File: config.mk
export PLATFORM = sky130hd
export DESIGN_NAME = mbuv_div
export DESIGN_NICKNAME = d
export VERILOG_FILES = /design/src/rtl/core/mbuv_pkg.sv /design/src/rtl/core/mbuv_div.sv
export SDC_FILE = /design/constraint.sdc
export NUM_CORES = 1
export LEC_CHECK = 0
export BUFFER_PORTS_ARGS = -buffer_cell sky130_fd_sc_hd__buf_4
export CAP_MARGIN = 5
export CORE_ASPECT_RATIO = 1.2
export CORE_UTILIZATION = 54
export CTS_BUF_LIST = sky130_fd_sc_hd__clkbuf_8
export DETAILED_ROUTE_END_ITERATION = 8
export PLACE_DENSITY = 0.76
export SLEW_MARGIN = 10
export SYNTH_ARGS = -nofsm -noshare
export SYNTH_HDL_FRONTEND = slang
export SYNTH_SLANG_ARGS = --single-unit
File: constraint.sdc
create_clock -name clock -period 5.7 [get_ports clock]
set_clock_uncertainty 0.1 [all_clocks]
set_input_delay 0.57 -clock clock [delete_from_list [all_inputs] [get_ports clock]]
set_output_delay 0.57 -clock clock [all_outputs]
set_load 0.01 [all_outputs]
File: src/rtl/core/mbuv_pkg.sv
`default_nettype none
package mbuv_pkg;

   // default sizes
   localparam int MAX_TRIANGLES_DEF = 1024;
   localparam int MAX_POINTS_DEF    = 2048;
   localparam int FRAC_BITS_DEF     = 16;

   // weight range after saturation
   localparam logic signed [31:0] WEIGHT_MAX = 32'sd1073741823;

   // operation codes
   localparam logic [1:0] OP_IMG_POINT = 2'd0;
   localparam logic [1:0] OP_TEX_POINT = 2'd1;
   localparam logic [1:0] OP_TRIANGLE  = 2'd2;
   localparam logic [1:0] OP_QUERY     = 2'd3;

   typedef logic signed [31:0] weight_type;

   // divider result handed back to the sequencer
   typedef struct packed {
      logic       done;
      weight_type quo;
   } div_res_type;

endpackage
`default_nettype wire

File: src/rtl/core/mbuv_div.sv
`default_nettype none
module mbuv_div
   import mbuv_pkg::*;
#(
   parameter int FRAC_BITS = FRAC_BITS_DEF
) (
   input  wire logic               clock,
   input  wire logic               reset,
   input  wire logic               start,
   input  wire logic signed [63:0] num,
   input  wire logic signed [63:0] den,
   output div_res_type             res
);

   localparam int NW    = 94;
   localparam int STEPS = 30;
   localparam int CW    = $clog2(STEPS);

   typedef enum logic [2:0] {
      D_IDLE = 3'b001,
      D_RUN  = 3'b010,
      D_FIN  = 3'b100
   } dstate_type;

   dstate_type        state_ff, state_in;
   logic [CW-1:0]     cnt_ff, cnt_in;
   logic              neg_ff, neg_in;
   logic [63:0]       d_ff, d_in;
   logic [63:0]       rem_ff, rem_in;
   logic [STEPS-1:0]  nlow_ff, nlow_in;
   logic [STEPS-1:0]  q_ff, q_in;
   logic              done_ff, done_in;
   weight_type        quo_ff, quo_in;

   logic [63:0]       nmag, dmag;
   logic [NW-1:0]     nsh, dsh;
   logic              ovf, start_neg;
   logic [63:0]       trial;
   logic [30:0]       qadj;
   logic [30:0]       qsat;

   // operand magnitudes and the overflow test
   assign nmag      = num[63] ? (64'd0 - num) : num;
   assign dmag      = den[63] ? (64'd0 - den) : den;
   assign start_neg = num[63] ^ den[63];
   assign nsh       = {30'd0, nmag} << FRAC_BITS;
   assign dsh       = {dmag, 30'd0};
   assign ovf       = (nsh >= dsh);
   assign trial     = {rem_ff[62:0], nlow_ff[STEPS-1]};

   // final rounding toward minus infinity and saturation
   assign qadj = {1'b0, q_ff} + {30'd0, (neg_ff && (rem_ff != 64'd0))};
   assign qsat = (qadj > WEIGHT_MAX[30:0]) ? WEIGHT_MAX[30:0] : qadj;

   always_comb begin
      state_in = state_ff;
      cnt_in   = cnt_ff;
      neg_in   = neg_ff;
      d_in     = d_ff;
      rem_in   = rem_ff;
      nlow_in  = nlow_ff;
      q_in     = q_ff;
      done_in  = 1'b0;
      quo_in   = quo_ff;
      case (state_ff)
         D_IDLE: begin
            if (start) begin
               neg_in  = start_neg;
               d_in    = dmag;
               rem_in  = nsh[STEPS+63:STEPS];
               nlow_in = nsh[STEPS-1:0];
               q_in    = '0;
               cnt_in  = '0;
               if (ovf) begin
                  quo_in  = start_neg ? -WEIGHT_MAX : WEIGHT_MAX;
                  done_in = 1'b1;
               end else begin
                  state_in = D_RUN;
               end
            end
         end
         D_RUN: begin
            // one restoring step per cycle
            if (trial >= d_ff) begin
               rem_in = trial - d_ff;
               q_in   = {q_ff[STEPS-2:0], 1'b1};
            end else begin
               rem_in = trial;
               q_in   = {q_ff[STEPS-2:0], 1'b0};
            end
            nlow_in = {nlow_ff[STEPS-2:0], 1'b0};
            cnt_in  = cnt_ff + 1'b1;
            if (cnt_ff == CW'(STEPS - 1)) begin
               state_in = D_FIN;
            end
         end
         D_FIN: begin
            quo_in   = neg_ff ? -$signed({1'b0, qsat}) : $signed({1'b0, qsat});
            done_in  = 1'b1;
            state_in = D_IDLE;
         end
         default: begin
            state_in = D_IDLE;
         end
      endcase
   end

   always_ff @(posedge clock) begin
      if (reset) begin
         state_ff <= D_IDLE;
         done_ff  <= 1'b0;
      end else begin
         state_ff <= state_in;
         done_ff  <= done_in;
      end
      cnt_ff  <= cnt_in;
      neg_ff  <= neg_in;
      d_ff    <= d_in;
      rem_ff  <= rem_in;
      nlow_ff <= nlow_in;
      q_ff    <= q_in;
      quo_ff  <= quo_in;
   end

   assign res.done = done_ff;
   assign res.quo  = quo_ff;

endmodule
`default_nettype wire

==> results.json <==
{
  "r2r-start": "rem_ff[6]",
  "io_pins": 164,
  "stdcell_area_um2": 22100,
  "combPwrFrac_pct": 34.0,
  "avgSynthCellArea_um2": 8.43,
  "die-height_um": 207,
  "postRouteAntennaNets": 0,
  "max_cap_viol_count": 0,
  "setup_ws_ps": 293,
  "wl_per_cell_um": 19.1,
  "fill_cells": 3017,
  "p_switching_mw": 1.84,
  "antenna_found_initial": 0,
  "clkSinkCount": 214,
  "cpPeakStageDelay_ps": 550,
  "multi_input_comb_area_um2": 11600,
  "overflow": 0,
  "path_delay_family": "simple AND/OR/NAND/NOR gates",
  "fin_crit_sh_pct": 94.9,
  "hold_slack_ps": 113,
  "netlist_instances": 2240,
  "critical_path_class": "in -> reg",
  "critPathBufInv": 7,
  "holdPathStages": 2,
  "synth_edf_count": 210,
  "finalCriticalPeriod_ps": 5410,
  "rows": 74,
  "ys_ff_latch": 214,
  "whs_endpoint": "state_ff[1]",
  "ys_seq_area_share_pct": 33.8,
  "hold_buffers": 0,
  "r2r_end": "quo_ff[26]",
  "port_buffers": 163,
  "worst_hold_path_type": "in -> reg",
  "finalPower_mw": 5.22,
  "clk_pin_slew_ps": 60,
  "drc": 0,
  "placedInstanceArea_um2": 21300,
  "synth_cell_types": 80,
  "drv_slew": 0,
  "internal_power_mw": 3.37,
  "slew_headroom_pct": 39.4,
  "synthArstFlopShare_pct": 0,
  "max_slew.worst_pin.slew_ps": 905,
  "dieArea_um2": 35700,
  "layout_common_cells": "buf_4 (290), nand2_1 (247), edfxtp_1 (210), nor2_1 (172), inv_1 (153)",
  "viasPerCell": 6.15,
  "drt_iter0_drc": 1802,
  "switching_share_pct": 35.3,
  "cellPowerDensity_nw_per_um2": 236,
  "min_from": "reset",
  "setup_viol": 0,
  "cp_data_required_time_ps": 5920,
  "r2r_cells": 19,
  "track_usage_pct": 30.9,
  "clock_path_buffers": 3,
  "clockPowerShare_pct": 28.1,
  "grt_pass1_vias": 17100,
  "ff_latch_area_um2": 6390,
  "syn_to_final_growth_pct": 17.1,
  "dp_hpwl_um": 43100,
  "numCtsBuffers": 37,
  "fp.dieW_um": 173,
  "yosys_warnings": 0,
  "core_area_um2": 34300,
  "max_freq_mhz": 185,
  "syn_area_um2": 18900,
  "r2r_setup_slack_ps": 480,
  "worstPathCellList": "buf_4 > or4_1 > nor4_2 > buf_4 > nand4bb_1 > buf_4 > or3_1 > nand2b_1 > o41ai_2 > xnor2_1 > ha_1 > nand4_1 > nor4_4 > buf_4 > a221oi_2 > o21bai_1 > nor4_1 > o31ai_1 > buf_4 > o2111ai_1 > nor4_2 > buf_4 > or2_2 > buf_12",
  "n_antenna_cell": 0,
  "dp_slack_ps": -481,
  "yosys_most_used_dff": "edfxtp_1",
  "power_leakage_nw": 8.94,
  "num_vias": 18100,
  "drive_gt1_share_pct": 15.9,
  "utilization_pct": 64.5,
  "grt_pass1_wl_um": 88800,
  "worstPathMaxFanout": 32,
  "dr.pass1.iters": 6,
  "status": "completed",
  "grt_max_degree": 73,
  "start_kind": "input port",
  "start_util_pct": 55.1,
  "worstPathArrival_ps": 5630,
  "layout_commonest_cell": "buf_4",
  "cts_root_buffer": "clkbuf_8",
  "hold_viol": 0,
  "clk_latency_ps": 570,
  "gp_congestion": 0.981,
  "cts_max_level": 2,
  "setup-tns-final_ps": 0,
  "syn_nets": 2494,
  "dp.cells": 2879,
  "cts_tree": "yes",
  "finalNonFillerCells": 2947,
  "cp_slowest_cell": "or4_1",
  "crit_path_frequent_cell": "buf_4",
  "seq_power_share_pct": 37.9,
  "nNetsFinal": 2718,
  "cp-end-kind": "flop",
  "ir_drop_mv": 0.153,
  "totalWireLength_um": 56200
}
==> kinds of logic (layout without fill, tap and decap cells) <==
| group | after synthesis | count (layout) | share of synthesized area [%] |
|---|---|---|---|
| buf+inv | 254 | 505 | 5.09 |
| fa+ha+maj | 123 | 123 | 8.19 |
| compound gates | 579 | 579 | 19.9 |
| flops | 214 | 214 | 33.8 |
| simple gates | 838 | 838 | 22.1 |
| xor+xnor | 220 | 220 | 10.2 |
| mux | 12 | 12 | 0.663 |
==> how the worst max path moves through the flow <==
stage / cells past startpoint / start / endpoint / slack [ps]
finish: 24 / num[9] / quo_ff[6] / 290
global route: 22 / num[9] / quo_ff[31] / -30
CTS: 23 / num[19] / quo_ff[6] / 80
detailed placement: 23 / num[19] / quo_ff[3] / -480
global placement: 23 / num[19] / quo_ff[9] / -290
floorplan: 18 / num[49] / quo_ff[0] / 220
==> layer usage <==
layer | track usage (%) | vias to the layer above | part of all wire (%)
met5 | 0 | - | 0
li1 | - | 8731 | -
met1 | 38.4 | 8595 | 41
met4 | 15.2 | 0 | 4.8
met3 | 4.01 | 127 | 6.2
met2 | 53.4 | 676 | 48
==> Yosys cell counts (26+ instances only) <==
master	n	area, um^2
nor4_1	44	275
nand2_1	250	938
xor2_1	83	727
o31ai_1	58	435
ha_1	122	1530
inv_1	146	548
clkbuf_1	85	319
a31oi_1	45	282
o41ai_1	26	228
nor3_1	49	245
a21o_1	43	323
o21ai_0	135	676
xnor2_1	137	1200
and3_1	40	250
edfxtp_1	210	6310
nand4_1	54	338
nor2_1	173	649
nand3_1	85	425
a21oi_1	131	656
==> flip-flops by register name, indices dropped and copies added, names as in the netlist <==
signal,flops
cnt_ff,5
d_ff,64
done_ff,1
neg_ff,1
nlow_ff,14
q_ff,30
quo_ff,32
rem_ff,64
state_ff,3
==> what timing repair did <==
| item | in CTS | in global routing |
|---|---|---|
| gates resized for setup | 0 | 12 |
| setup endpoints to repair | 0 | 34 |
| setup buffers | 0 | 2 |
==> power groups by stage <==
stage	sequential [mW]	clock (mW)	combinational, mW
3_3_place_gp	2.01	0	1.69
4_1_cts	1.98	1.48	1.73
3_5_place_dp	2.01	0	1.72
2_1_floorplan	1.98	0	1.19
6_report	1.98	1.46	1.77
5_1_grt	1.99	1.53	1.95
==> area by class of cell <==
cell class | count | area share [%]
Multi-Input combinational cell | 1772 | 52.6
Clock buffer | 40 | 2.49
Timing Repair Buffer | 292 | 10.0
Sequential cell | 214 | 28.9
Tap cell | 456 | 2.58
Clock inverter | 26 | 0.883
Inverter | 147 | 2.50
Note: power is estimated with default switching activity, not from simulation.
